--- src/rtl/i2c_mts_pkg.sv ---
// Shared types, codes and constants of the I2C master transaction sequencer.
package i2c_mts_pkg;

	localparam int LENGTH_BITS_DEF = 16;
	localparam int COUNT_W         = 16;
	localparam int TIMEOUT_W       = 17;
	localparam int FLAGS_W         = 9;
	localparam logic [TIMEOUT_W-1:0] TIMEOUT_RESET = 17'd100000;
	localparam logic READ_DIR_BIT  = 1'b1;
	localparam logic WRITE_DIR_BIT = 1'b0;

	localparam int FLAG_SB   = 0;
	localparam int FLAG_ADDR = 1;
	localparam int FLAG_TXE  = 2;
	localparam int FLAG_RXNE = 3;
	localparam int FLAG_BTF  = 4;
	localparam int FLAG_NACK = 5;
	localparam int FLAG_BERR = 6;
	localparam int FLAG_ARLO = 7;
	localparam int FLAG_BUSY = 8;

	typedef enum logic {
		CMD_BEGIN  = 1'b0,
		CMD_SAMPLE = 1'b1
	} command_t;

	typedef enum logic [1:0] {
		MODE_WRITE      = 2'd0,
		MODE_READ       = 2'd1,
		MODE_WRITE_READ = 2'd2,
		MODE_BAD        = 2'd3
	} mode_t;

	typedef enum logic [2:0] {
		ACT_NONE         = 3'd0,
		ACT_START        = 3'd1,
		ACT_STOP         = 3'd2,
		ACT_CLR_ACK      = 3'd3,
		ACT_CLR_ACK_STOP = 3'd4,
		ACT_SET_ACK      = 3'd5
	} action_t;

	typedef enum logic [2:0] {
		ST_OK      = 3'd0,
		ST_NACK    = 3'd1,
		ST_BERR    = 3'd2,
		ST_ARLO    = 3'd3,
		ST_TIMEOUT = 3'd4
	} status_t;

	typedef struct packed {
		command_t             command;
		mode_t                mode;
		logic [6:0]           slave_address;
		logic [COUNT_W-1:0]   write_count;
		logic [COUNT_W-1:0]   read_count;
		logic [FLAGS_W-1:0]   status_flags;
		logic [7:0]           rx_byte;
		logic [7:0]           tx_byte;
	} item_t;

	typedef struct packed {
		action_t    bus_action;
		logic       dr_write_valid;
		logic [7:0] dr_write_value;
		logic       tx_taken;
		logic       addr_clear;
		logic       error_clear;
		logic       rx_valid;
		logic [7:0] rx_value;
		logic       done_res;
		status_t    status;
	} result_t;

endpackage

--- src/rtl/i2c_master_transaction_sequencer_unit.sv ---
// Top level of the I2C master transaction sequencer.
//
//   channel  direction  handshake          contents
//   in       to block   in_valid/in_stall  command, mode, address, counts, flags, bytes
//   out      from block out_valid/out_stall bus action, byte writes, rx byte, completion
//   cfg      to block   cfg_write_en        timeout_limit
//
// One word per clock unless stalled: a word enters the input register, is decided
// in one pass against the transaction state, then moves to the result register or skid.
// out_valid marks a word in the result register; it leaves once out_stall is low.
// Every input word yields exactly one output word (all zero when ignored).
// Reset clears the state to idle and sets timeout_limit to 100000.
// A stalled output fills the skid entry, then in_stall rises.
module i2c_master_transaction_sequencer_unit
	import i2c_mts_pkg::*;
#(
	parameter int LENGTH_BITS = LENGTH_BITS_DEF
) (
	input  logic                 clk,
	input  logic                 arst_n,
	input  logic                 in_valid,
	output logic                 in_stall,
	input  logic                 command,
	input  logic [1:0]           mode,
	input  logic [6:0]           slave_address,
	input  logic [COUNT_W-1:0]   write_count,
	input  logic [COUNT_W-1:0]   read_count,
	input  logic [FLAGS_W-1:0]   status_flags,
	input  logic [7:0]           rx_byte,
	input  logic [7:0]           tx_byte,
	input  logic                 cfg_write_en,
	input  logic [TIMEOUT_W-1:0] cfg_write_data,
	output logic                 out_valid,
	input  logic                 out_stall,
	output logic [2:0]           bus_action,
	output logic                 dr_write_valid,
	output logic [7:0]           dr_write_value,
	output logic                 tx_taken,
	output logic                 addr_clear,
	output logic                 error_clear,
	output logic                 rx_valid,
	output logic [7:0]           rx_value,
	output logic                 done_res,
	output logic [2:0]           status
);

	item_t   in_item;
	result_t res;
	result_t out_data;
	logic    res_push;
	logic    res_ready;

	assign in_item.command       = command_t'(command);
	assign in_item.mode          = mode_t'(mode);
	assign in_item.slave_address = slave_address;
	assign in_item.write_count   = write_count;
	assign in_item.read_count    = read_count;
	assign in_item.status_flags  = status_flags;
	assign in_item.rx_byte       = rx_byte;
	assign in_item.tx_byte       = tx_byte;

	i2c_mts_seq #(
		.LENGTH_BITS(LENGTH_BITS)
	) u_seq (
		.clk           (clk),
		.arst_n        (arst_n),
		.in_valid      (in_valid),
		.in_stall      (in_stall),
		.in_item       (in_item),
		.cfg_write_en  (cfg_write_en),
		.cfg_write_data(cfg_write_data),
		.res_ready     (res_ready),
		.res_push      (res_push),
		.res           (res)
	);

	i2c_mts_obuf u_obuf (
		.clk      (clk),
		.arst_n   (arst_n),
		.push     (res_push),
		.push_data(res),
		.ready    (res_ready),
		.out_valid(out_valid),
		.out_stall(out_stall),
		.out_data (out_data)
	);

	assign bus_action     = out_data.bus_action;
	assign dr_write_valid = out_data.dr_write_valid;
	assign dr_write_value = out_data.dr_write_value;
	assign tx_taken       = out_data.tx_taken;
	assign addr_clear     = out_data.addr_clear;
	assign error_clear    = out_data.error_clear;
	assign rx_valid       = out_data.rx_valid;
	assign rx_value       = out_data.rx_value;
	assign done_res       = out_data.done_res;
	assign status         = out_data.status;

endmodule

--- src/rtl/i2c_mts_seq.sv ---
// Input register, transaction state and next-step decision of the sequencer.
module i2c_mts_seq
	import i2c_mts_pkg::*;
#(
	parameter int LENGTH_BITS = LENGTH_BITS_DEF
) (
	input  logic                 clk,
	input  logic                 arst_n,
	input  logic                 in_valid,
	output logic                 in_stall,
	input  item_t                in_item,
	input  logic                 cfg_write_en,
	input  logic [TIMEOUT_W-1:0] cfg_write_data,
	input  logic                 res_ready,
	output logic                 res_push,
	output result_t              res
);

	typedef enum logic [3:0] {
		PH_IDLE   = 4'd0,
		PH_SB_W   = 4'd1,
		PH_ADDR_W = 4'd2,
		PH_TXE    = 4'd3,
		PH_BTF    = 4'd4,
		PH_SB_R   = 4'd5,
		PH_ADDR_R = 4'd6,
		PH_RXNE   = 4'd7,
		PH_STOP   = 4'd8
	} phase_t;

	localparam int LW = LENGTH_BITS;

	logic                 valid_s1;
	item_t                item_s1;

	phase_t               phase_q, phase_n;
	logic [TIMEOUT_W-1:0] wait_q, wait_n;
	logic [TIMEOUT_W-1:0] limit_q;
	logic [LW-1:0]        index_q, index_n;
	logic [LW-1:0]        wtotal_q, wtotal_n;
	logic [LW-1:0]        rtotal_q, rtotal_n;
	mode_t                mode_q, mode_n;
	logic [6:0]           addr_q, addr_n;
	status_t              pend_q, pend_n;

	logic [TIMEOUT_W-1:0] wait_inc;
	logic                 expired;
	logic [LW-1:0]        index_inc;
	logic [LW-1:0]        wcount_l;
	logic [LW-1:0]        rcount_l;
	status_t              err_code;
	logic [FLAGS_W-1:0]   flags;
	logic                 accept;

	assign accept   = in_valid && !in_stall;
	assign in_stall = valid_s1 && !res_ready;
	assign res_push = valid_s1 && res_ready;

	assign flags     = item_s1.status_flags;
	assign wait_inc  = wait_q + TIMEOUT_W'(1);
	assign expired   = wait_inc >= limit_q;
	assign index_inc = index_q + LW'(1);
	assign wcount_l  = item_s1.write_count[LW-1:0];
	assign rcount_l  = item_s1.read_count[LW-1:0];

	always_comb begin
		priority if (flags[FLAG_NACK]) begin
			err_code = ST_NACK;
		end else if (flags[FLAG_BERR]) begin
			err_code = ST_BERR;
		end else if (flags[FLAG_ARLO]) begin
			err_code = ST_ARLO;
		end else begin
			err_code = ST_OK;
		end
	end

	always_comb begin
		phase_n  = phase_q;
		wait_n   = wait_q;
		index_n  = index_q;
		wtotal_n = wtotal_q;
		rtotal_n = rtotal_q;
		mode_n   = mode_q;
		addr_n   = addr_q;
		pend_n   = pend_q;
		res      = '0;

		if (item_s1.command == CMD_BEGIN) begin
			if (phase_q == PH_IDLE && item_s1.mode != MODE_BAD) begin
				mode_n   = item_s1.mode;
				addr_n   = item_s1.slave_address;
				wtotal_n = wcount_l;
				rtotal_n = rcount_l;
				index_n  = '0;
				pend_n   = ST_OK;
				wait_n   = '0;
				if (item_s1.mode == MODE_READ) begin
					if (rcount_l == '0) begin
						res.done_res = 1'b1;
						res.status   = ST_OK;
						phase_n      = PH_IDLE;
					end else begin
						res.bus_action = ACT_START;
						phase_n        = PH_SB_R;
					end
				end else begin
					res.bus_action = ACT_START;
					phase_n        = PH_SB_W;
				end
			end
		end else begin
			unique case (phase_q)
				PH_SB_W, PH_SB_R: begin
					if (flags[FLAG_SB]) begin
						res.error_clear    = 1'b1;
						res.dr_write_valid = 1'b1;
						wait_n             = '0;
						if (phase_q == PH_SB_R) begin
							res.bus_action     = ACT_SET_ACK;
							res.dr_write_value = {addr_q, READ_DIR_BIT};
							phase_n            = PH_ADDR_R;
						end else begin
							res.dr_write_value = {addr_q, WRITE_DIR_BIT};
							phase_n            = PH_ADDR_W;
						end
					end else if (expired) begin
						res.done_res = 1'b1;
						res.status   = ST_TIMEOUT;
						phase_n      = PH_IDLE;
						wait_n       = '0;
					end else begin
						wait_n = wait_inc;
					end
				end
				PH_ADDR_W, PH_ADDR_R: begin
					if (flags[FLAG_ADDR]) begin
						res.addr_clear = 1'b1;
						index_n        = '0;
						wait_n         = '0;
						if (phase_q == PH_ADDR_W) begin
							phase_n = (wtotal_q == '0) ? PH_BTF : PH_TXE;
						end else begin
							if ({1'b0, rtotal_q} <= (LW+1)'(2)) begin
								res.bus_action = ACT_CLR_ACK_STOP;
							end
							phase_n = PH_RXNE;
						end
					end else if (err_code != ST_OK) begin
						res.bus_action  = ACT_STOP;
						res.error_clear = 1'b1;
						pend_n          = err_code;
						phase_n         = PH_STOP;
						wait_n          = '0;
					end else if (expired) begin
						res.bus_action = ACT_STOP;
						pend_n         = ST_TIMEOUT;
						phase_n        = PH_STOP;
						wait_n         = '0;
					end else begin
						wait_n = wait_inc;
					end
				end
				PH_TXE: begin
					if (flags[FLAG_TXE]) begin
						res.dr_write_valid = 1'b1;
						res.dr_write_value = item_s1.tx_byte;
						res.tx_taken       = 1'b1;
						index_n            = index_inc;
						wait_n             = '0;
						phase_n            = (index_inc >= wtotal_q) ? PH_BTF : PH_TXE;
					end else if (err_code != ST_OK) begin
						res.bus_action  = ACT_STOP;
						res.error_clear = 1'b1;
						pend_n          = err_code;
						phase_n         = PH_STOP;
						wait_n          = '0;
					end else if (expired) begin
						res.bus_action = ACT_STOP;
						pend_n         = ST_TIMEOUT;
						phase_n        = PH_STOP;
						wait_n         = '0;
					end else begin
						wait_n = wait_inc;
					end
				end
				PH_BTF: begin
					if (flags[FLAG_BTF]) begin
						wait_n = '0;
						if (mode_q == MODE_WRITE_READ && rtotal_q != '0) begin
							res.bus_action = ACT_START;
							phase_n        = PH_SB_R;
						end else begin
							res.bus_action = ACT_STOP;
							pend_n         = ST_OK;
							phase_n        = PH_STOP;
						end
					end else if (expired) begin
						res.bus_action = ACT_STOP;
						pend_n         = ST_TIMEOUT;
						phase_n        = PH_STOP;
						wait_n         = '0;
					end else begin
						wait_n = wait_inc;
					end
				end
				PH_RXNE: begin
					if (flags[FLAG_RXNE]) begin
						res.rx_valid = 1'b1;
						res.rx_value = item_s1.rx_byte;
						index_n      = index_inc;
						wait_n       = '0;
						if (index_inc >= rtotal_q) begin
							res.done_res = 1'b1;
							res.status   = ST_OK;
							phase_n      = PH_IDLE;
						end else if ({1'b0, index_inc} + (LW+1)'(2) == {1'b0, rtotal_q}) begin
							res.bus_action = ACT_CLR_ACK_STOP;
						end
					end else if (err_code != ST_OK) begin
						res.bus_action  = ACT_STOP;
						res.error_clear = 1'b1;
						pend_n          = err_code;
						phase_n         = PH_STOP;
						wait_n          = '0;
					end else if (expired) begin
						res.done_res = 1'b1;
						res.status   = ST_TIMEOUT;
						phase_n      = PH_IDLE;
						wait_n       = '0;
					end else begin
						wait_n = wait_inc;
					end
				end
				PH_STOP: begin
					if (!flags[FLAG_BUSY]) begin
						res.done_res = 1'b1;
						res.status   = pend_q;
						phase_n      = PH_IDLE;
						wait_n       = '0;
					end else if (expired) begin
						res.done_res = 1'b1;
						res.status   = (pend_q != ST_OK) ? pend_q : ST_TIMEOUT;
						phase_n      = PH_IDLE;
						wait_n       = '0;
					end else begin
						wait_n = wait_inc;
					end
				end
				default: begin
				end
			endcase
		end
	end

	always_ff @(posedge clk or negedge arst_n) begin
		if (!arst_n) begin
			valid_s1 <= 1'b0;
			phase_q  <= PH_IDLE;
			wait_q   <= '0;
			index_q  <= '0;
			wtotal_q <= '0;
			rtotal_q <= '0;
			mode_q   <= MODE_WRITE;
			addr_q   <= '0;
			pend_q   <= ST_OK;
			limit_q  <= TIMEOUT_RESET;
		end else begin
			if (accept) begin
				valid_s1 <= 1'b1;
			end else if (res_push) begin
				valid_s1 <= 1'b0;
			end
			if (res_push) begin
				phase_q  <= phase_n;
				wait_q   <= wait_n;
				index_q  <= index_n;
				wtotal_q <= wtotal_n;
				rtotal_q <= rtotal_n;
				mode_q   <= mode_n;
				addr_q   <= addr_n;
				pend_q   <= pend_n;
			end
			if (cfg_write_en) begin
				limit_q <= cfg_write_data;
			end
		end
	end

	always_ff @(posedge clk) begin
		if (accept) begin
			item_s1 <= in_item;
		end
	end

	a_done_goes_idle: assert property (@(posedge clk) disable iff (!arst_n)
		res_push && res.done_res |=> phase_q == PH_IDLE)
		else $error("phase not idle after a completion word");

	a_wait_below_limit: assert property (@(posedge clk) disable iff (!arst_n)
		wait_q == '0 || wait_q < limit_q)
		else $error("wait counter reached the timeout limit");

	a_one_byte_source: assert property (@(posedge clk) disable iff (!arst_n)
		res_push |-> !(res.rx_valid && res.dr_write_valid))
		else $error("received and transmitted byte in one word");

endmodule

--- src/rtl/i2c_mts_obuf.sv ---
// Result register with a skid entry between the sequencer and the output channel.
module i2c_mts_obuf
	import i2c_mts_pkg::*;
(
	input  logic    clk,
	input  logic    arst_n,
	input  logic    push,
	input  result_t push_data,
	output logic    ready,
	output logic    out_valid,
	input  logic    out_stall,
	output result_t out_data
);

	logic    main_valid_q;
	logic    skid_valid_q;
	result_t main_q;
	result_t skid_q;
	logic    drain;

	assign ready     = !skid_valid_q;
	assign out_valid = main_valid_q;
	assign out_data  = main_q;
	assign drain     = !main_valid_q || !out_stall;

	always_ff @(posedge clk or negedge arst_n) begin
		if (!arst_n) begin
			main_valid_q <= 1'b0;
			skid_valid_q <= 1'b0;
		end else if (drain) begin
			if (skid_valid_q) begin
				main_valid_q <= 1'b1;
				skid_valid_q <= 1'b0;
			end else begin
				main_valid_q <= push;
			end
		end else if (push) begin
			skid_valid_q <= 1'b1;
		end
	end

	always_ff @(posedge clk) begin
		if (drain) begin
			if (skid_valid_q) begin
				main_q <= skid_q;
			end else if (push) begin
				main_q <= push_data;
			end
		end else if (push) begin
			skid_q <= push_data;
		end
	end

	a_skid_behind_main: assert property (@(posedge clk) disable iff (!arst_n)
		skid_valid_q |-> main_valid_q)
		else $error("skid entry held without a result in front");

	a_no_push_when_full: assert property (@(posedge clk) disable iff (!arst_n)
		push |-> ready)
		else $error("word pushed into a full buffer");

	a_skid_drains: assert property (@(posedge clk) disable iff (!arst_n)
		skid_valid_q && !out_stall |=> !skid_valid_q)
		else $error("skid entry not moved forward");

endmodule
--- config.mk ---
export PLATFORM = sky130hd
export DESIGN_NAME = i2c_master_transaction_sequencer_unit
export DESIGN_NICKNAME = d
export VERILOG_FILES = /design/src/rtl/i2c_mts_pkg.sv /design/src/rtl/i2c_master_transaction_sequencer_unit.sv /design/src/rtl/i2c_mts_seq.sv /design/src/rtl/i2c_mts_obuf.sv
export SDC_FILE = /design/constraint.sdc
export NUM_CORES = 1
export LEC_CHECK = 0
export BUFFER_PORTS_ARGS = -buffer_cell sky130_fd_sc_hd__buf_4
export CORE_ASPECT_RATIO = 1.75
export CORE_MARGIN = 8
export CORE_UTILIZATION = 50
export DETAILED_ROUTE_END_ITERATION = 8
export PLACE_DENSITY = 0.68
export SYNTH_ARGS = -nofsm -noshare
export SYNTH_HDL_FRONTEND = slang
export SYNTH_SLANG_ARGS = --single-unit
--- constraint.sdc ---
create_clock -name clk -period 4.9 [get_ports clk]
set_input_delay 0.735 -clock clk [delete_from_list [all_inputs] [get_ports clk]]
set_output_delay 0.735 -clock clk [all_outputs]
set_load 0.05 [all_outputs]
==> reports/results.ini <==
[clock_tree]
clock_latency_ps=510
cts_resized=0
cts_buffer_depth=3
cts_tree=yes
htree_levels=1
cts_setup_buffers=0
holdBufCountCts=0
root_buffer=clkbuf_16
cts.sinks=224
clkTransAtPathRegs_ps=60
cts-buffers-inserted=22

[setup_path]
max_stage_delay_ps=420
path_buf_inv=1
path_cells=ha_1 -> and3_1 -> and3_1 -> and3_1 -> and3_1 -> nand3_1 -> nor2_1 -> xor2_1 -> ha_1 -> a21oi_1 -> o31ai_1 -> a21o_1 -> a21oi_1 -> and3_1 -> o2111ai_2 -> buf_4 -> nor3b_1 -> a21o_1
crit_arrival_ps=4850
critPathTopFamily=simple AND/OR/NAND/NOR gates
start_kind=register
cpMaxStageDelayCell=and3_1
worstPathRequired_ps=5350
crit_fanout=28
worst-setup-path-type=reg -> reg
end_kind=register
cp_common_cell=and3_1

[layout]
antenna_cells=0
drive_gt1_share_pct=20.7
fillers=1968
area_growth_syn_to_layout_pct=16.9
num-nets-final=1292
instances_no_fill=1467

[synthesis]
synth_common_cells=edfxtp_1, nand2_1, dfrtp_1
yosysUniqueCellTypes=80
ys_async_sr_fraction_pct=45.1
ys_ff_latch=224
synthFlopType=edfxtp_1
synth.avg_cell_area_um2=11.1
synth_most_common_cell=edfxtp_1
synth_edf_count=123
syn-cell-area_um2=11500
synth_largest_area_cell=edfxtp_1
synth_top_area_share_pct=32.1
syn_nets=1180
synthCells=1039
synth.top_cells.by_area=edfxtp_1, dfrtp_1, ha_1
seq_area_frac_synth_pct=54.1
ys_warn_count=0

[floorplan]
pin_count=119
start_util_pct=50.8
die_h_um=217
num_rows=73
core_um2=22700
die_w_um=131
design.die.area_um2=28300

[placed_design]
place_ws_ps=530
dp_hpwl_um=19700
gp_congestion=0.884
place_inst=1427
numPortBuffers=118

[sta]
finalHoldViolCount=0
finalWorstSetupSlack_ps=494
fmaxAchievable_ghz=0.227
drv_slew=0
worst-slew-pin-transition_ps=1030
skew_ps=7.33
min_period_over_period_pct=89.9
fin_crit_ps=4410
finalSetupViolations=0
relSlewSlack_pct=31.0
fin_tns_setup_ps=0
rsz0062_at_grt=no

[routing]
drt_iter0_markers=486
dr.pass1.iters=6
ant_nets=0
route.met3.wl_um=1390
dr_wl_met2_um=13700
wl_per_cell_um=18.2
wl_um=26700
viasPerCell=5.67
highest_layer=met4
met1_length_um=10800
vias=8311
drc_errors=0

[global_routing]
grt.total_usage_pct=19.2
grt_antenna_before_repair=0
grt_first_pass_wirelength_um=43100
grt_pass1_vias=8468
grt_max_degree=62
grt_remaining_overflow=0

[power]
ir_drop_mv=0.310
finalPower_mw=5.72
powerDensity_nw_per_um2=425
p_leak_nw=5.91

[job]
maxCapViolations=0

[worst_hold_path]
hp-class=in -> async

[outcome]
status=complete, no violations

[worst paths after layout]
path                                   start           endpoint  slack (ps)  cells after the start
setup / recovery             u_seq.wait_q[0]    u_seq.wait_q[8]         490                     18
hold reg to reg            u_seq.wcount_l[9]  u_seq.wtotal_q[9]         450                      2
min in group clk             status_flags[0]     u_seq.flags[0]         400                      1
hold / removal                        arst_n    u_seq.wait_q[7]         310                      1
setup reg to reg             u_seq.wait_q[0]    u_seq.wait_q[8]         490                     18
max in group asynchronous             arst_n  u_seq.limit_q[16]        3500                      2
[power by group]
group / internal (mW) / switching [mW]
Combinational: 0.560 / 0.876
Clock: 1.07 / 0.723
Sequential: 2.29 / 0.197
Total: 3.92 / 1.80
[routing by layer]
metal | GRT usage, % | vias up
li1 | - | 3994
met1 | 22.8 | 3995
met2 | 33.2 | 267
met3 | 3.17 | 55
met4 | 7.93 | 0
met5 | 0 | -
[area by class of cell]
cell class	instances	area [um^2]	share of cell area, %
sequential	224	6230	46.3
multi-input combinational	697	4800	35.7
timing repair buffer	135	1010	7.53
clock buffer	26	587	4.36
tap	300	375	2.79
inverter	71	268	1.99
clock inverter	14	184	1.37
[placed cells by master (no fill, tap or decap), types with 14 or more instances in the layout]
| cell | count |
|---|---|
| a21o_1 | 29 |
| a21oi_1 | 28 |
| and2_1 | 19 |
| and3_1 | 19 |
| buf_4 | 135 |
| clkbuf_16 | 23 |
| dfrtp_1 | 95 |
| edfxtp_1 | 123 |
| ha_1 | 52 |
| inv_1 | 70 |
| mux2_2 | 32 |
| nand2_1 | 104 |
| nand2b_1 | 14 |
| nand3_1 | 16 |
| nand4_1 | 15 |
| nor2_1 | 52 |
| nor4_1 | 17 |
| o21ai_0 | 89 |
| xnor2_1 | 30 |
| xor2_1 | 21 |
[through the flow]
stage               cell area [um^2]  utilization [%]  hold WS, ps
floorplan                      11500                -          426
global placement               12700             56.0          434
detailed placement             12700             56.0          441
CTS                            13500             59.4          334
global route                   13500             59.4          375
finish                         13500             59.4          313
[flip-flops by register name (all words and copies together), names as in the netlist]
name and count:
u_seq.pend_q 3, u_obuf.skid_q 28, u_seq.rcount_l 16, u_obuf.skid_valid_q 1, u_seq.phase_q 4, u_seq.wait_q 17, u_seq.index_q 16, u_seq.wcount_l 16
u_seq.valid_s1 1, u_obuf.out_data 28, u_seq.limit_q 17, u_seq.item_s1 26, u_seq.flags 9, u_seq.addr_q 7, u_seq.wtotal_q 16, u_obuf.out_valid 1
u_seq.rtotal_q 16, u_seq.mode_q 2
[cells by family (layout without fill, tap and decap cells)]
kind of cell               after synthesis  count (layout)  share of synthesized area (%)
AOI/OAI and AO/OA                      241             241                           14.1
xor gates and xnor gates                52              52                           4.02
adders and majority gates               52              52                           5.65
buffers and inverters                  118             246                           4.33
DFF                                    224             224                           54.1
muxes                                   33              33                           3.22
and+or+nand+nor                        319             319                           14.5
Note: power is estimated with default switching activity, not from simulation.
